## src/sv/acbc_pkg.sv

```systemverilog
package acbc_pkg;

   localparam int CSR_ADDR_W = 5;
   localparam int CSR_DATA_W = 32;

   // register indexes, taken from paddr[4:2]
   localparam logic [2:0] REG_TICKS_PER_SECOND       = 3'd0;
   localparam logic [2:0] REG_ALARM_DURATION_MINUTES = 3'd1;
   localparam logic [2:0] REG_STEP_DEBOUNCE_POLLS    = 3'd2;
   localparam logic [2:0] REG_SET_TIME_HOLD_POLLS    = 3'd3;
   localparam logic [2:0] REG_SET_ALARM_HOLD_POLLS   = 3'd4;
   localparam logic [2:0] REG_BUZZER_ON_TICKS        = 3'd5;

   localparam logic [7:0] RST_TICKS_PER_SECOND       = 8'd8;
   localparam logic [7:0] RST_ALARM_DURATION_MINUTES = 8'd1;
   localparam logic [7:0] RST_STEP_DEBOUNCE_POLLS    = 8'd2;
   localparam logic [7:0] RST_SET_TIME_HOLD_POLLS    = 8'd30;
   localparam logic [7:0] RST_SET_ALARM_HOLD_POLLS   = 8'd12;
   localparam logic [7:0] RST_BUZZER_ON_TICKS        = 8'd4;

   localparam logic [5:0] MINUTES_WRAP   = 6'd60;
   localparam logic [4:0] HOURS_WRAP     = 5'd24;
   localparam logic [5:0] RELEASE_SECOND = 6'd3;

   localparam int REQ_TDATA_W = 56;
   localparam int RSP_TDATA_W = 24;

   typedef enum logic {
      OP_POLL = 1'b0,
      OP_TICK = 1'b1
   } op_type;

   typedef enum logic [1:0] {
      BUZZ_KEEP = 2'd0,
      BUZZ_ON   = 2'd1,
      BUZZ_OFF  = 2'd2
   } buzz_type;

   typedef struct packed {
      logic [7:0] ticks_per_second;
      logic [7:0] alarm_duration_minutes;
      logic [7:0] step_debounce_polls;
      logic [7:0] set_time_hold_polls;
      logic [7:0] set_alarm_hold_polls;
      logic [7:0] buzzer_on_ticks;
   } cfg_type;

   typedef struct packed {
      op_type      opcode;
      logic        minutes_button;
      logic        hours_button;
      logic        set_time_button;
      logic        set_alarm_button;
      logic [4:0]  clock_hours;
      logic [5:0]  clock_minutes;
      logic [5:0]  clock_seconds;
      logic [15:0] startup_ticks;
      logic [15:0] buzzer_ticks;
   } req_item_type;

   typedef struct packed {
      logic [4:0] new_hours;
      logic [5:0] new_minutes;
      logic [5:0] new_seconds;
      logic       mode;
      logic       time_frozen;
      logic       clear_fine_timer;
      logic       clear_buzzer_ticks;
      buzz_type   buzzer_action;
      logic       restart_startup;
   } rsp_item_type;

   function automatic logic [5:0] bump_minutes(input logic [5:0] v);
      logic [5:0] n;
      n = v + 6'd1;
      return (n >= MINUTES_WRAP) ? 6'd0 : n;
   endfunction

   function automatic logic [4:0] bump_hours(input logic [4:0] v);
      logic [4:0] n;
      n = v + 5'd1;
      return (n >= HOURS_WRAP) ? 5'd0 : n;
   endfunction

   // x * 60 as shifts, 14 bits hold 255 * 60
   function automatic logic [13:0] times_sixty(input logic [7:0] x);
      return {x, 6'b0} - {4'b0, x, 2'b0};
   endfunction

endpackage

```

## src/sv/acbc_csr.sv

```systemverilog
module acbc_csr (
   input  logic                              clock,
   input  logic                              reset,
   input  logic                              psel,
   input  logic                              penable,
   input  logic                              pwrite,
   input  logic [acbc_pkg::CSR_ADDR_W-1:0]   paddr,
   input  logic [acbc_pkg::CSR_DATA_W-1:0]   pwdata,
   output logic [acbc_pkg::CSR_DATA_W-1:0]   prdata,
   output logic                              pready,
   output acbc_pkg::cfg_type                 cfg
);

   acbc_pkg::cfg_type cfg_ff, cfg_in;
   logic              wr_en;
   logic [2:0]        reg_idx;
   logic [7:0]        rd_byte;

   assign pready  = 1'b1;
   assign wr_en   = psel & penable & pwrite & pready;
   assign reg_idx = paddr[4:2];

   always_comb begin
      cfg_in = cfg_ff;
      if (wr_en) begin
         case (reg_idx)
            acbc_pkg::REG_TICKS_PER_SECOND:       cfg_in.ticks_per_second = pwdata[7:0];
            acbc_pkg::REG_ALARM_DURATION_MINUTES: cfg_in.alarm_duration_minutes = pwdata[7:0];
            acbc_pkg::REG_STEP_DEBOUNCE_POLLS:    cfg_in.step_debounce_polls = pwdata[7:0];
            acbc_pkg::REG_SET_TIME_HOLD_POLLS:    cfg_in.set_time_hold_polls = pwdata[7:0];
            acbc_pkg::REG_SET_ALARM_HOLD_POLLS:   cfg_in.set_alarm_hold_polls = pwdata[7:0];
            acbc_pkg::REG_BUZZER_ON_TICKS:        cfg_in.buzzer_on_ticks = pwdata[7:0];
            default: ;
         endcase
      end
   end

   always_comb begin
      case (reg_idx)
         acbc_pkg::REG_TICKS_PER_SECOND:       rd_byte = cfg_ff.ticks_per_second;
         acbc_pkg::REG_ALARM_DURATION_MINUTES: rd_byte = cfg_ff.alarm_duration_minutes;
         acbc_pkg::REG_STEP_DEBOUNCE_POLLS:    rd_byte = cfg_ff.step_debounce_polls;
         acbc_pkg::REG_SET_TIME_HOLD_POLLS:    rd_byte = cfg_ff.set_time_hold_polls;
         acbc_pkg::REG_SET_ALARM_HOLD_POLLS:   rd_byte = cfg_ff.set_alarm_hold_polls;
         acbc_pkg::REG_BUZZER_ON_TICKS:        rd_byte = cfg_ff.buzzer_on_ticks;
         default:                              rd_byte = 8'd0;
      endcase
   end

   assign prdata = {{(acbc_pkg::CSR_DATA_W-8){1'b0}}, rd_byte};
   assign cfg    = cfg_ff;

   always_ff @(posedge clock) begin
      if (reset) begin
         cfg_ff.ticks_per_second       <= acbc_pkg::RST_TICKS_PER_SECOND;
         cfg_ff.alarm_duration_minutes <= acbc_pkg::RST_ALARM_DURATION_MINUTES;
         cfg_ff.step_debounce_polls    <= acbc_pkg::RST_STEP_DEBOUNCE_POLLS;
         cfg_ff.set_time_hold_polls    <= acbc_pkg::RST_SET_TIME_HOLD_POLLS;
         cfg_ff.set_alarm_hold_polls   <= acbc_pkg::RST_SET_ALARM_HOLD_POLLS;
         cfg_ff.buzzer_on_ticks        <= acbc_pkg::RST_BUZZER_ON_TICKS;
      end else begin
         cfg_ff <= cfg_in;
      end
   end

endmodule

```

## src/sv/acbc_core.sv

```systemverilog
module acbc_core (
   input  logic                    clock,
   input  logic                    reset,
   input  logic                    fire,
   input  acbc_pkg::req_item_type  item,
   input  acbc_pkg::cfg_type       cfg,
   output acbc_pkg::rsp_item_type  result
);

   logic [7:0]  minute_hold_count_ff, minute_hold_count_in;
   logic [7:0]  hour_hold_count_ff, hour_hold_count_in;
   logic [7:0]  long_hold_count_ff, long_hold_count_in;
   logic        alarm_set_mode_ff, alarm_set_mode_in;
   logic        freeze_flag_ff, freeze_flag_in;
   logic [4:0]  alarm_hours_ff, alarm_hours_in;
   logic [5:0]  alarm_minutes_ff, alarm_minutes_in;
   logic        hour_matched_ff, hour_matched_in;
   logic        minute_matched_ff, minute_matched_in;
   logic [13:0] ring_seconds_ff, ring_seconds_in;

   logic [4:0]  hh;
   logic [5:0]  mm;
   logic [5:0]  ss;
   logic        clr_fine;
   logic        clr_buzz;
   logic        restart;
   acbc_pkg::buzz_type action;
   logic [13:0] lockout;
   logic [13:0] ring_limit;

   assign lockout    = acbc_pkg::times_sixty(cfg.ticks_per_second);
   assign ring_limit = acbc_pkg::times_sixty(cfg.alarm_duration_minutes);

   always_comb begin
      minute_hold_count_in = minute_hold_count_ff;
      hour_hold_count_in   = hour_hold_count_ff;
      long_hold_count_in   = long_hold_count_ff;
      alarm_set_mode_in    = alarm_set_mode_ff;
      freeze_flag_in       = freeze_flag_ff;
      alarm_hours_in       = alarm_hours_ff;
      alarm_minutes_in     = alarm_minutes_ff;
      hour_matched_in      = hour_matched_ff;
      minute_matched_in    = minute_matched_ff;
      ring_seconds_in      = ring_seconds_ff;
      hh       = item.clock_hours;
      mm       = item.clock_minutes;
      ss       = item.clock_seconds;
      clr_fine = 1'b0;
      clr_buzz = 1'b0;
      restart  = 1'b0;
      action   = acbc_pkg::BUZZ_KEEP;

      case (item.opcode)
         acbc_pkg::OP_POLL: begin
            // clock-mode steps see the mode from before this poll
            if (item.minutes_button && !alarm_set_mode_in) begin
               minute_hold_count_in = minute_hold_count_in + 8'd1;
               if (minute_hold_count_in >= cfg.step_debounce_polls) begin
                  minute_hold_count_in = 8'd0;
                  mm = acbc_pkg::bump_minutes(mm);
               end
            end
            if (item.hours_button && !alarm_set_mode_in) begin
               hour_hold_count_in = hour_hold_count_in + 8'd1;
               if (hour_hold_count_in >= cfg.step_debounce_polls) begin
                  hour_hold_count_in = 8'd0;
                  hh = acbc_pkg::bump_hours(hh);
               end
            end
            if (item.set_time_button) begin
               long_hold_count_in = long_hold_count_in + 8'd1;
               if (long_hold_count_in >= cfg.set_time_hold_polls && !freeze_flag_in) begin
                  freeze_flag_in     = 1'b1;
                  hh                 = 5'd0;
                  mm                 = 6'd0;
                  ss                 = 6'd0;
                  long_hold_count_in = 8'd0;
               end
               // a zero threshold releases in the same poll
               if (long_hold_count_in >= cfg.set_time_hold_polls && freeze_flag_in) begin
                  freeze_flag_in     = 1'b0;
                  clr_fine           = 1'b1;
                  ss                 = acbc_pkg::RELEASE_SECOND;
                  long_hold_count_in = 8'd0;
               end
            end
            if (item.set_alarm_button) begin
               long_hold_count_in = long_hold_count_in + 8'd1;
               if (long_hold_count_in >= cfg.set_alarm_hold_polls && !alarm_set_mode_in) begin
                  alarm_set_mode_in  = 1'b1;
                  long_hold_count_in = 8'd0;
               end
               if (long_hold_count_in >= cfg.set_alarm_hold_polls && alarm_set_mode_in) begin
                  alarm_set_mode_in  = 1'b0;
                  clr_fine           = 1'b1;
                  long_hold_count_in = 8'd0;
               end
            end
            // alarm-mode steps see the mode after the set-alarm hold
            if (item.minutes_button && alarm_set_mode_in) begin
               minute_hold_count_in = minute_hold_count_in + 8'd1;
               if (minute_hold_count_in >= cfg.step_debounce_polls) begin
                  minute_hold_count_in = 8'd0;
                  alarm_minutes_in     = acbc_pkg::bump_minutes(alarm_minutes_in);
               end
            end
            if (item.hours_button && alarm_set_mode_in) begin
               hour_hold_count_in = hour_hold_count_in + 8'd1;
               if (hour_hold_count_in >= cfg.step_debounce_polls) begin
                  hour_hold_count_in = 8'd0;
                  alarm_hours_in     = acbc_pkg::bump_hours(alarm_hours_in);
               end
            end
         end
         acbc_pkg::OP_TICK: begin
            if (item.startup_ticks >= {2'b0, lockout} && !alarm_set_mode_ff) begin
               if (item.clock_hours == alarm_hours_ff) hour_matched_in = 1'b1;
               if (item.clock_minutes == alarm_minutes_ff) minute_matched_in = 1'b1;
               if (hour_matched_in && minute_matched_in) begin
                  if (item.buzzer_ticks >= {8'b0, cfg.buzzer_on_ticks}) begin
                     action = acbc_pkg::BUZZ_OFF;
                  end
                  if (item.buzzer_ticks >= {8'b0, cfg.ticks_per_second}) begin
                     clr_buzz        = 1'b1;
                     action          = acbc_pkg::BUZZ_ON;
                     ring_seconds_in = ring_seconds_in + 14'd1;
                  end
               end
               // ring time over: drop the alarm and restart the lockout
               if (ring_seconds_in >= ring_limit) begin
                  action            = acbc_pkg::BUZZ_OFF;
                  hour_matched_in   = 1'b0;
                  minute_matched_in = 1'b0;
                  ring_seconds_in   = 14'd0;
                  restart           = 1'b1;
               end
            end
         end
         default: ;
      endcase

      result.new_hours          = hh;
      result.new_minutes        = mm;
      result.new_seconds        = ss;
      result.mode               = alarm_set_mode_in;
      result.time_frozen        = freeze_flag_in;
      result.clear_fine_timer   = clr_fine;
      result.clear_buzzer_ticks = clr_buzz;
      result.buzzer_action      = action;
      result.restart_startup    = restart;
   end

   always_ff @(posedge clock) begin
      if (reset) begin
         minute_hold_count_ff <= 8'd0;
         hour_hold_count_ff   <= 8'd0;
         long_hold_count_ff   <= 8'd0;
         alarm_set_mode_ff    <= 1'b0;
         freeze_flag_ff       <= 1'b0;
         alarm_hours_ff       <= 5'd0;
         alarm_minutes_ff     <= 6'd0;
         hour_matched_ff      <= 1'b0;
         minute_matched_ff    <= 1'b0;
         ring_seconds_ff      <= 14'd0;
      end else if (fire) begin
         minute_hold_count_ff <= minute_hold_count_in;
         hour_hold_count_ff   <= hour_hold_count_in;
         long_hold_count_ff   <= long_hold_count_in;
         alarm_set_mode_ff    <= alarm_set_mode_in;
         freeze_flag_ff       <= freeze_flag_in;
         alarm_hours_ff       <= alarm_hours_in;
         alarm_minutes_ff     <= alarm_minutes_in;
         hour_matched_ff      <= hour_matched_in;
         minute_matched_ff    <= minute_matched_in;
         ring_seconds_ff      <= ring_seconds_in;
      end
   end

endmodule

```

## src/sv/alarm_clock_button_controller.sv

```systemverilog
// An accepted item is loaded into the input register, then moved into the result
// register, where it is offered, once that register is free or draining.
// Throughput: one item per cycle while the result sink keeps up; the controller
// state updates in a single pass as an item moves from the input register
// into the result register. Reset: synchronous, active high; clears the
// controller state and both valid flags and loads the registers with their default values.
module alarm_clock_button_controller (
   input  logic                                clock,
   input  logic                                reset,
   input  logic                                req_tvalid,
   output logic                                req_tready,
   // [0] minutes_button, [1] hours_button, [2] set_time_button,
   // [3] set_alarm_button, [8:4] clock_hours, [14:9] clock_minutes,
   // [20:15] clock_seconds, [36:21] startup_ticks, [52:37] buzzer_ticks
   input  logic [acbc_pkg::REQ_TDATA_W-1:0]    req_tdata,
   // [0] opcode
   input  logic                                req_tuser,
   output logic                                rsp_tvalid,
   input  logic                                rsp_tready,
   // [4:0] new_hours, [10:5] new_minutes, [16:11] new_seconds, [17] mode,
   // [18] time_frozen, [19] clear_fine_timer, [20] clear_buzzer_ticks,
   // [22:21] buzzer_action, [23] restart_startup
   output logic [acbc_pkg::RSP_TDATA_W-1:0]    rsp_tdata,
   input  logic                                csr_psel,
   input  logic                                csr_penable,
   input  logic                                csr_pwrite,
   input  logic [acbc_pkg::CSR_ADDR_W-1:0]     csr_paddr,
   input  logic [acbc_pkg::CSR_DATA_W-1:0]     csr_pwdata,
   output logic [acbc_pkg::CSR_DATA_W-1:0]     csr_prdata,
   output logic                                csr_pready
);

   acbc_pkg::cfg_type      cfg;
   acbc_pkg::req_item_type in_ff, in_in;
   logic                   in_valid_ff, in_valid_in;
   acbc_pkg::rsp_item_type out_ff, core_result;
   logic                   out_valid_ff, out_valid_in;
   logic                   s1_fire;
   logic                   req_fire;
   logic                   frozen_prev_ff, frozen_prev_in;

   acbc_csr u_csr (
      .clock   (clock),
      .reset   (reset),
      .psel    (csr_psel),
      .penable (csr_penable),
      .pwrite  (csr_pwrite),
      .paddr   (csr_paddr),
      .pwdata  (csr_pwdata),
      .prdata  (csr_prdata),
      .pready  (csr_pready),
      .cfg     (cfg)
   );

   // advance the held item whenever the result register is free or draining
   assign s1_fire    = in_valid_ff & (~out_valid_ff | rsp_tready);
   assign req_tready = ~in_valid_ff | s1_fire;
   assign req_fire   = req_tvalid & req_tready;

   always_comb begin
      in_in.opcode           = acbc_pkg::op_type'(req_tuser);
      in_in.minutes_button   = req_tdata[0];
      in_in.hours_button     = req_tdata[1];
      in_in.set_time_button  = req_tdata[2];
      in_in.set_alarm_button = req_tdata[3];
      in_in.clock_hours      = req_tdata[8:4];
      in_in.clock_minutes    = req_tdata[14:9];
      in_in.clock_seconds    = req_tdata[20:15];
      in_in.startup_ticks    = req_tdata[36:21];
      in_in.buzzer_ticks     = req_tdata[52:37];
   end

   assign in_valid_in  = req_fire | (in_valid_ff & ~s1_fire);
   assign out_valid_in = s1_fire | (out_valid_ff & ~rsp_tready);

   acbc_core u_core (
      .clock  (clock),
      .reset  (reset),
      .fire   (s1_fire),
      .item   (in_ff),
      .cfg    (cfg),
      .result (core_result)
   );

   always_ff @(posedge clock) begin
      if (reset) begin
         in_valid_ff  <= 1'b0;
         out_valid_ff <= 1'b0;
      end else begin
         in_valid_ff  <= in_valid_in;
         out_valid_ff <= out_valid_in;
      end
   end

   always_ff @(posedge clock) begin
      if (req_fire) begin
         in_ff <= in_in;
      end
      if (s1_fire) begin
         out_ff <= core_result;
      end
   end

   assign rsp_tvalid = out_valid_ff;
   assign rsp_tdata  = {out_ff.restart_startup, out_ff.buzzer_action,
                        out_ff.clear_buzzer_ticks, out_ff.clear_fine_timer,
                        out_ff.time_frozen, out_ff.mode, out_ff.new_seconds,
                        out_ff.new_minutes, out_ff.new_hours};

   assign frozen_prev_in = s1_fire ? core_result.time_frozen : frozen_prev_ff;

   always_ff @(posedge clock) begin
      if (reset) begin
         frozen_prev_ff <= 1'b0;
      end else begin
         frozen_prev_ff <= frozen_prev_in;
      end
   end

   a_fire_fills_output: assert property (@(posedge clock) disable iff (reset)
      s1_fire |=> out_valid_ff)
      else $error("item left the input register but no result was loaded");

   a_poll_no_buzzer: assert property (@(posedge clock) disable iff (reset)
      (out_valid_ff && out_ff.clear_fine_timer) |->
      (out_ff.buzzer_action == acbc_pkg::BUZZ_KEEP && !out_ff.restart_startup &&
       !out_ff.clear_buzzer_ticks))
      else $error("poll result carries buzzer control");

   a_restart_disables: assert property (@(posedge clock) disable iff (reset)
      (out_valid_ff && out_ff.restart_startup) |->
      (out_ff.buzzer_action == acbc_pkg::BUZZ_OFF))
      else $error("alarm reset without buzzer disable");

   a_frozen_on_entry: assert property (@(posedge clock) disable iff (reset)
      (s1_fire && !frozen_prev_ff && core_result.time_frozen) |->
      (core_result.new_hours == 5'd0 && core_result.new_minutes == 6'd0 &&
       core_result.new_seconds == 6'd0))
      else $error("freeze entered without zeroing the time");

endmodule

```

## config.mk

```make
export PLATFORM = sky130hd
export DESIGN_NAME = alarm_clock_button_controller
export DESIGN_NICKNAME = d
export VERILOG_FILES = /design/src/sv/acbc_pkg.sv /design/src/sv/acbc_csr.sv /design/src/sv/acbc_core.sv /design/src/sv/alarm_clock_button_controller.sv
export SDC_FILE = /design/constraint.sdc
export NUM_CORES = 1
export LEC_CHECK = 0
export BUFFER_PORTS_ARGS = -buffer_cell sky130_fd_sc_hd__buf_2
export CAP_MARGIN = 20
export CORE_MARGIN = 1.5
export CORE_UTILIZATION = 30
export DETAILED_ROUTE_END_ITERATION = 8
export SLEW_MARGIN = 20
export SYNTH_ARGS = -nofsm -noshare
export SYNTH_HDL_FRONTEND = slang
export SYNTH_HIERARCHICAL = 1
export SYNTH_SLANG_ARGS = --single-unit
export TNS_END_PERCENT = 20
```

## constraint.sdc

```tcl
create_clock -name clock -period 8.1 [get_ports clock]
set_input_delay 0.405 -clock clock [delete_from_list [all_inputs] [get_ports clock]]
set_output_delay 0.405 -clock clock [all_outputs]
set_load 0.05 [all_outputs]
```

Word-level counts from Yosys, hierarchy flattened
Index checks and enable logic that the tools add are counted.

operators by class
  reduce and logical (&&, ||, !) cells = 26
  multiplexer cells = 76
  $mul = 0
  order comparisons = 16
  divide/modulo/power cells = 0
  bitwise gates (word level) = 17
  add/subtract/negate cells = 13
  shifts and indexed selects = 0
  eq/ne operators = 7

operator list
  kind                   count
  $mux 8                 21
  $mux 14                5
  $mux 6                 11
  $ge 8x8->1             8
  $add 8x1->8 const B    6
  $pmux 8 s6             1
  $mux 5                 7
  $ge 16x8->1            2
  $sub 14x10->14         2
  $mux 1                 27
  $ge 16x14->1           1
  $reduce_and 2->1       8
  $add 14x1->14 const B  1
  $ge 14x14->1           1
  $add 6x1->6 const B    2
  $ge 6x6->1 const B     2
  $add 5x1->5 const B    2
  $ge 5x5->1 const B     2
  $logic_and 1x1->1      10
  $mux 2                 4
  $reduce_and 4->1       2
  $not 1->1              7
  $and 1x1->1            6
  $eq 3x2->1 const B     2
  other kinds (9)        15

word-level totals
  word-level logic and storage cells = 193
  bits in latches = 0
  bits in registers = 181
  memory bits (writable) = 0
  output and inout bits = 59
  memories kept = 0
  input port bits = 101
  ROM bits = 0

Logic depth before layout (Yosys ltp)
Gate-level depths: netlist (run 1).

  depth in word-level cells = 24
  depth in mapped cells = 39

Modules after synthesis
The synthesis (run 1) kept the hierarchy.

modules (own cells, without submodules)
  module                         seq. area each (µm²)  instances  cells an instance  area an instance (µm²)
  acbc_core                      1061.0                1          1045               7763.7
  acbc_csr                       960.9                 1          274                2548.7
  alarm_clock_button_controller  2382.3                1          88                 2446.1

Worst setup path before layout (run 1)
Ideal clock, no wire load.

  path kind = reg2reg
  start point = register u_core.long_hold_count_ff[2]
  end point = register u_core.alarm_minutes_ff[3]
  arrival = 8.022 ns
  stages on the path, launching flop included = 39
  slack = 0.008 ns
  buffers on the path = 2
  required time = 8.029 ns
  path through = dfxtp_1 clkbuf_1 nand3_1 nor2_1 and3_1 xor2_1 ha_1 and3_1 a221o_1 a21oi_1 nor2_1 clkbuf_1 nor2b_1 ha_1 a21o_1 a221o_1 a21oi_1 a21oi_1 (+3 left out) nand4_1 xnor2_1 ha_1 nand4_1 and3_1 o21ai_0 a21oi_1 nor2_1 nor2b_1 ha_1 a2111o_1 a31oi_1 o21ai_0 nand3_1 and3_1 nand3_1 or4b_2 a21oi_1

between the ends
  longest elaborated chain between the ends = 24
  elaborated cells between the ends (all ways) = 30
  classes of those cells = add/sub (2); order compare (4); mux (18); reduce/logical (6)

ends and longest elaborated chain
  what                                 line              source
  start, declared                      acbc_core.sv:12   logic [7:0] long_hold_count_ff, long_hold_count_in;
  start signal, assigned               acbc_core.sv:168  long_hold_count_ff <= long_hold_count_in;
  $add 8x1->8                          acbc_core.sv:71   long_hold_count_in = long_hold_count_in + 8'd1;
  $ge 8x8->1                           acbc_core.sv:72   if (long_hold_count_in >= cfg.set_time_hold_polls && !freeze_flag_in) begin
  $logic_and 1x1->1                    acbc_core.sv:72
  $mux 8                               acbc_core.sv:72
  $mux 8                               acbc_core.sv:70   if (item.set_time_button) begin
  $mux 8                               acbc_core.sv:53   case (item.opcode)
  $ge 8x8->1                           acbc_core.sv:80   if (long_hold_count_in >= cfg.set_time_hold_polls && freeze_flag_in) begin
  $logic_and 1x1->1                    acbc_core.sv:80
  (+8 left out)                        -
  $mux 8                               acbc_core.sv:53
  $ge 8x8->1                           acbc_core.sv:93   if (long_hold_count_in >= cfg.set_alarm_hold_polls && alarm_set_mode_in) begin
  $logic_and 1x1->1                    acbc_core.sv:93
  $mux 1 *                             acbc_core.sv:93
  $mux 1 *                             acbc_core.sv:87   if (item.set_alarm_button) begin
  $mux 1 *                             acbc_core.sv:53
  $logic_and 1x1->1 *                  acbc_core.sv:100  if (item.minutes_button && alarm_set_mode_in) begin
  $reduce_and 4->1 (no source line) *  -
  end signal, assigned                 acbc_core.sv:172  alarm_minutes_ff <= alarm_minutes_in;
  end, declared                        acbc_core.sv:16   logic [5:0] alarm_minutes_ff, alarm_minutes_in;

Every way passes the cells marked *; elsewhere a longest branch is shown, timed or not. The select of a mux whose other input is x is not followed.
A chain may end at the register's enable or synchronous reset.

Worst setup path in the final report (run 1)
  start point = register u_core.long_hold_count_ff[0]
  end point = register u_core.hour_hold_count_ff[2]

between the ends
  longest elaborated chain between the ends = 24
  elaborated cells between the ends (all ways) = 30
  classes of those cells = add/sub (2); order compare (4); mux (19); reduce/logical (5)

ends and longest elaborated chain
  what                  line              source
  $add 8x1->8           acbc_core.sv:71
  $ge 8x8->1            acbc_core.sv:72
  $logic_and 1x1->1     acbc_core.sv:72
  $mux 8                acbc_core.sv:72
  $mux 8                acbc_core.sv:70
  $mux 8                acbc_core.sv:53
  $ge 8x8->1            acbc_core.sv:80
  $logic_and 1x1->1     acbc_core.sv:80
  (+8 left out)         -
  $mux 8                acbc_core.sv:53
  $ge 8x8->1            acbc_core.sv:93
  $logic_and 1x1->1     acbc_core.sv:93
  $mux 1 *              acbc_core.sv:93
  $mux 1 *              acbc_core.sv:87
  $mux 1 *              acbc_core.sv:53
  $logic_and 1x1->1 *   acbc_core.sv:107  if (item.hours_button && alarm_set_mode_in) begin
  $mux 8 *              acbc_core.sv:107
  end signal, assigned  acbc_core.sv:167  hour_hold_count_ff <= hour_hold_count_in;
  end, declared         acbc_core.sv:11   logic [7:0] hour_hold_count_ff, hour_hold_count_in;

Marks and branches as above.

==> results.ini, run 1 <==
[critical_path]
cp-start-kind=register
r2r_end=u_core/hour_hold_count_ff[2]$_SDFFE_PP0P_
reg2reg_depth=37
required_ns=8.48
path_class=register to register
cp_common_cell=a21oi_2
reg2reg_from=u_core/long_hold_count_ff[0]$_SDFFE_PP0P_
rrSetupSlack_ns=0.46
cp_slowest_cell=a2111o_1
worst_ep_arrival_time_ns=8.02
critPathMaxFanout=8
crit_path_max_incr_delay_ns=0.40
end_kind=register
cp-startpoint=u_core/long_hold_count_ff[0]$_SDFFE_PP0P_

[die]
die_w_um=209
die_area_mm2=0.0438
die_y_um=209
coreArea_mm2=0.0419
ioPinCount=160
start_util_pct=30.4
rows=75

[outcome]
outcome=finished, final reports clean

[power]
pwr_density_cell_mw_per_mm2=159
irDropWorstVdd_uv=152
p_leak_uw=0.00617

[clocking]
cts_tree=yes
insertion_delay_ns=0.46
h-tree-depth=4
clockBufferDepth=2
clock-sinks=181
numCtsBuffers=17
root_buffer=clkbuf_16
cts.clk_slew.worst_paths_ns=0.08
hold_buffers=0

[cells_and_area]
regArea_mm2=0.00441
final_nets=1739
fin_area_mm2=0.0147
multi_input_area_mm2=0.00777
nFillCells=4264
drive_gt1_share_pct=16.6
syn2layout_area_growth_pct=14.8

[job]
cap_violations=0

[sta]
fin_hold_ws_ns=0.123
fmaxAchievable_mhz=131
rsz0062_at_grt=no
final-setup-viol-count=0
hold_viol_final=0
tns_ns=0
slew_headroom_pct=33.1
worst_pin_slew_ns=0.993
fin_crit_sh_pct=94.4
fin_crit_ns=7.64
fin_skew_ns=0.0247
finalMaxSlewViolations=0

[synthesis]
ys_warn_count=6
syn_area_mm2=0.0128
synth_edf_count=78
synth_cell_type_count=83
synth_sequential_area_ratio_pct=34.5
synth_ff_type=dfxtp_1
yosys_register_bits=181
async_reset_ff_share_pct=0
avgSynthCellArea_um2=9.07
syn_inst=1407

[global_route]
grt_pass1_wl_mm=55.3
first_global_vias=10600
grt-ovfl-total=0
track_usage_pct=15.9
antenna_found_initial=2
grt_max_degree=82

[drt]
drt.antenna.violating_nets=0
initialDrtViolationCount=633
routed_wl_mm=34.6
drc=0
drtPass1Iterations=7
routed_via_density=5.20
wl_per_cell_um=16.7
vias=10700

[placed_design]
dpl_cell_area_mm2=0.0139
place_hpwl_mm=26.4
gp_congestion=0.853
io_buffers=105

[hold_path]
hold_class=input port to register
holdPathEnd=in_ff[23]$_DFFE_PP_
min_path_cells=1
min_from=req_tdata[28]

-- timing repair --
item,CTS,global route
pin swaps,0,15
cloned,0,0
endpoints found under the setup margin,3,36
setup buffers,0,8
gates resized for setup,2,29
-- where the power goes --
part / internal, µW / total (µW) / switching, µW
clock: 419 / 854 / 435
combinational: 165 / 457 / 292
sequential: 987 / 1010 / 27.1
-- cell families after synthesis --
| kind of cell | count (synthesis) | synth area share [%] |
|---|---|---|
| flip-flops | 181 | 34.5 |
| AO/OA/AOI/OAI | 332 | 16.7 |
| multiplexers | 68 | 5.50 |
| AND/OR/NAND/NOR | 442 | 18.7 |
| other | 2 | 0.0589 |
| XOR/XNOR | 86 | 5.90 |
| adder cells (fa/ha/maj) | 126 | 12.3 |
| buffers and inverters | 170 | 6.28 |
-- cell usage after synthesis, types with 6 or more instances --
cell type  number  share of area, %
o21ai_0        90               3.5
edfxtp_1       78                18
a21o_1         27               1.6
or3_1          20              0.98
nor3b_1         6              0.35
and3_1         21               1.0
mux2i_1        51               4.0
nor2_1         79               2.3
and2_1          9              0.44
xnor2_1        53               3.6
o21a_1          6              0.35
mux2_2         17               1.5
nand4_1        20              0.98
nand2_1        70               2.1
ha_1          125                12
nand2b_1       53               2.6
nand3_1        68               2.7
inv_1          82               2.4
clkbuf_1       42               1.2
xor2_1         33               2.3
or2_2           6              0.29
buf_4          35               2.1
a21oi_1        82               3.2
a31oi_1        31               1.5
buf_2           7              0.27
nor3_1         23              0.90
o31ai_1         8              0.47
nor2b_1        29               1.4
a22o_1          9              0.62
a22oi_1        11              0.65
dfxtp_1       103                16
-- layer usage --
metal | share of wire, % | up-vias | GRT usage, %
met5 | 0.041 | - | 0
met4 | 2.5 | 2 | 5.17
met3 | 5.1 | 49 | 2.83
met2 | 48 | 307 | 27.1
met1 | 45 | 5095 | 20.1
li1 | - | 5291 | -
-- layout by cell type (no fill, tap or decap), drive strengths merged, types with 7 or more instances in the layout --
cell type / netlist / routed
buf: 46 / 152
ha: 125 / 125
dfxtp: 103 / 103
o21ai: 92 / 92
inv: 82 / 90
a21oi: 85 / 85
nor2: 80 / 80
edfxtp: 78 / 78
nand2: 73 / 73
nand3: 68 / 68
nand2b: 53 / 53
xnor2: 53 / 53
mux2i: 51 / 51
xor2: 33 / 33
a31oi: 33 / 33
nor2b: 29 / 29
a21o: 27 / 27
conb: 2 / 25
nor3: 23 / 23
and3: 21 / 21
nand4: 20 / 20
or3: 20 / 20
clkbuf: 42 / 17
mux2: 17 / 17
a22oi: 11 / 11
and2: 11 / 11
o31ai: 10 / 10
a22o: 9 / 9
clkinv: 0 / 7
-- registers in the layout, indices dropped and copies added, names as in the netlist --
name                         flops
in_ff                           54
in_valid_ff                      1
rsp_tdata                       24
rsp_tvalid                       1
u_core/alarm_hours_ff            5
u_core/alarm_minutes_ff          6
u_core/alarm_set_mode_ff         1
u_core/freeze_flag_ff            1
u_core/hour_hold_count_ff        8
u_core/hour_matched_ff           1
u_core/long_hold_count_ff        8
u_core/minute_hold_count_ff      8
u_core/minute_matched_ff         1
u_core/ring_seconds_ff          14
u_csr/cfg                       48
-- worst max-delay path, delay by kind of cell (launching register included) --
family | cells | cell delay, ns
AO/OA/AOI/OAI | 15 | 3.02
AND/OR/NAND/NOR | 12 | 1.93
adder cells (fa/ha/maj) | 6 | 1.43
XOR/XNOR | 2 | 0.43
buffers and inverters | 2 | 0.37
flip-flops | 1 | 0.36
-- how the worst max path moves through the flow --
stage                                                      to  slack (ns)  cells past startpoint
floorplan             u_core/alarm_minutes_ff[3]$_SDFFE_PP0P_       0.008                     38
global placement      u_core/alarm_minutes_ff[2]$_SDFFE_PP0P_      -0.004                     36
detailed placement    u_core/alarm_minutes_ff[2]$_SDFFE_PP0P_       -0.07                     36
CTS                   u_core/alarm_minutes_ff[2]$_SDFFE_PP0P_        0.05                     36
global route        u_core/hour_hold_count_ff[7]$_SDFFE_PP0P_      0.0009                     36
finish              u_core/hour_hold_count_ff[2]$_SDFFE_PP0P_        0.46                     37
-- final cells by class --
| type | instances | share of cell area, % |
|---|---|---|
| diodes | 1 | 0.0171 |
| clock buffers | 17 | 2.90 |
| clock inverters | 15 | 1.22 |
| inverters | 82 | 2.10 |
| multi-input cells | 1079 | 53.0 |
| flip-flops and latches | 181 | 30.1 |
| well taps | 539 | 4.60 |
| repair buffers | 152 | 6.03 |
-- metrics by stage --
stage	setup WS, ns	instances	util, %	total power (µW)
finish	0.456	2066	34.9	2330
global route	0.000921	2066	34.9	2430
CTS	0.0456	2056	34.5	2330
detailed placement	-0.0748	2024	33.0	1480
global placement	-0.00405	2024	33.0	1470
floorplan	0.00791	1430	-	1350
No activity file was read; power rests on OpenSTA's default activity.
==> run 2, diff against run 1 <==
CTS_CLUSTER_DIAMETER = 100   (was unset)
PLACE_DENSITY_LB_ADDON = 0.15   (was unset)
==> run 2 against run 1 <==
Compared with the run above: die area unchanged; clock power down 4.2%; clock-buffer cell count up 1; combinational power up 2%; cell count about the same; clock skew down 0.010 ns; via count down 2.6%; sequential share of layout area up 0.10 points; largest cell class unchanged; critical endpoint is now u_core/alarm_minutes_ff[2]$_SDFFE_PP0P_; worst setup slack worse by 0.0025 ns.
==> results.ini, run 2 (synthesis results as in run 1) <==
[outcome]
outcome=finished, final reports clean

[drt]
drc=0  ; unchanged
vias=10500  ; -2.6%
initialDrtViolationCount=531  ; -16%
drtPass1Iterations=5  ; -2
routed_wl_mm=35.7  ; +3.3%
drt.antenna.violating_nets=0  ; unchanged
routed_via_density=5.06  ; -2.7%
wl_per_cell_um=17.3  ; +3.2%

[critical_path]
critPathMaxFanout=8  ; unchanged
path_class=register to register
cp_slowest_cell=or4b_2
crit_path_max_incr_delay_ns=0.64  ; +0.24 ns
cp-startpoint=u_core/long_hold_count_ff[0]$_SDFFE_PP0P_
cp-start-kind=register
cp_common_cell=a21oi_2
r2r_end=u_core/alarm_minutes_ff[2]$_SDFFE_PP0P_
end_kind=register
worst_ep_arrival_time_ns=8.06  ; +0.04 ns
reg2reg_from=u_core/long_hold_count_ff[0]$_SDFFE_PP0P_
rrSetupSlack_ns=0.45  ; about the same
required_ns=8.52  ; +0.04 ns
endpoint=u_core/alarm_minutes_ff[2]$_SDFFE_PP0P_
reg2reg_depth=36  ; -2.7%

[job]
cap_violations=0  ; unchanged

[sta]
fin_crit_sh_pct=94.4  ; about the same
final-setup-viol-count=0  ; unchanged
worst_pin_slew_ns=1.08  ; +0.0864 ns
fmaxAchievable_mhz=131  ; about the same
fin_skew_ns=0.0142  ; -0.0105 ns
finalMaxSlewViolations=0  ; unchanged
fin_crit_ns=7.65  ; +0.00252 ns
slew_headroom_pct=27.4  ; -5.7 points
hold_viol_final=0  ; unchanged
tns_ns=0  ; unchanged

[global_route]
grt_max_degree=81  ; -1.2%
grt_pass1_wl_mm=56.9  ; +2.9%
antenna_found_initial=0  ; -2
track_usage_pct=16.9  ; +1.0 points
first_global_vias=10200  ; -3.0%
grt-ovfl-total=0  ; unchanged

[die]
die_y_um=209  ; unchanged
start_util_pct=30.4  ; unchanged
coreArea_mm2=0.0419  ; unchanged
ioPinCount=160  ; unchanged
die_w_um=209  ; unchanged
die_area_mm2=0.0438  ; unchanged
rows=75  ; unchanged

[cells_and_area]
regArea_mm2=0.00441  ; about the same
largest_reg_flops=54  ; unchanged
final_cells=2068  ; +0.097%
multi_input_area_mm2=0.00776  ; -0.16%
n_antenna_cell=0  ; -1
top_register=in_ff
drive_gt1_share_pct=16.7  ; +0.033 points
final_common_cell=ha_1
final_nets=1742  ; +0.17%
nFillCells=4276  ; +0.28%
syn2layout_area_growth_pct=14.4
final_cell_mix=122 x ha_1, 105 x buf_2, 101 x dfxtp_1, 88 x o21ai_0, 83 x inv_1

[power]
seq_power_share_pct=44.2  ; +0.6 points
p_clk_share_pct=35.6  ; -1.1 points
cell_internal_pwr_uw=1560  ; -0.83%
p_comb_share_pct=20.2  ; +0.5 points
power.switching_uw=738  ; -2.1%
p_sw_share_pct=32.1  ; -0.29 points
p_leak_uw=0.00615  ; -0.28%
irDropWorstVdd_uv=181  ; +19%
pwr_density_cell_mw_per_mm2=157  ; -0.89%

[hold_path]
min_from=req_tdata[37]
hold_class=input port to register

[clocking]
clockBufferDepth=2  ; unchanged
insertion_delay_ns=0.49  ; +0.03 ns
cts_tree=yes
h-tree-depth=4  ; unchanged
cts.clk_slew.worst_paths_ns=0.08  ; about the same
hold_buffers=0  ; unchanged
root_buffer=clkbuf_16
numCtsBuffers=17  ; unchanged
clock-sinks=181  ; unchanged

[placed_design]
io_buffers=105  ; unchanged
place_hpwl_mm=27.1  ; +3.0%
gp_congestion=0.822  ; -3.7%
dp_cells=2030  ; +0.30%

[run 2: worst min path at each step]
stage,cells after the start,endpoint,slack [ns]
finish,1,in_ff[0]$_DFFE_PP_,0.08
detailed placement,1,u_core/ring_seconds_ff[13]$_SDFFE_PP0P_,0.48
floorplan,2,u_core/minute_matched_ff$_SDFFE_PP0P_,0.45
global route,1,in_ff[1]$_DFFE_PP_,0.05
CTS,1,in_ff[0]$_DFFE_PP_,0.04
global placement,1,u_core/ring_seconds_ff[13]$_SDFFE_PP0P_,0.47
[run 2: cell type report]
cell class	instances	area share, %
repair buffers	155	6.20
clock inverters	14	0.797
multi-input cells	1079	53.1
clock buffers	18	2.94
well taps	539	4.62
inverters	82	2.11
flip-flops and latches	181	30.2
[run 2: timing repair]
item | 4_1_cts | 5_1_grt
setup endpoints to repair | 6 | 38
resized for setup | 2 | 27
setup buffers | 2 | 4
pin swaps | 1 | 17
[run 2: critical path, delay by kind of cell, from the launching register on]
family / cells / cell delay [ns]
AOI/OAI and AO/OA: 14 / 2.73
xor gates and xnor gates: 2 / 0.51
adders and majority gates: 6 / 1.40
DFF: 1 / 0.33
and+or+nand+nor: 14 / 2.63
[run 2: power by group through the flow]
stage               registers, µW  logic (µW)  clock network [µW]
global placement             1030         449                   0
finish                       1010         464                 818
global route                 1020         519                 879
CTS                          1010         457                 856
detailed placement           1030         451                   0
floorplan                    1050         305                   0
[run 2: layer usage]
| metal | wire length, µm | global-route usage (%) | vias up |
|---|---|---|---|
| met1 | 16400 | 21.4 | 4948 |
| met5 | 0 | 0 | - |
| met4 | 563 | 5.05 | 0 |
| met3 | 1360 | 3.73 | 24 |
| li1 | - | - | 5303 |
| met2 | 17300 | 28.6 | 190 |
[run 2: through the flow]
stage / utilization [%] / cell area (µm²) / hold slack (ns) / setup WS, ns / power [µW]
2_1_floorplan: - / 12800 / 0.448 / 0.00791 / 1350
3_3_place_gp: 33.1 / 13900 / 0.469 / -0.0527 / 1480
3_5_place_dp: 33.1 / 13900 / 0.477 / -0.112 / 1490
4_1_cts: 34.5 / 14500 / 0.0375 / 0.00569 / 2330
5_1_grt: 34.8 / 14600 / 0.0495 / -0.0293 / 2420
6_report: 34.8 / 14600 / 0.0845 / 0.453 / 2300
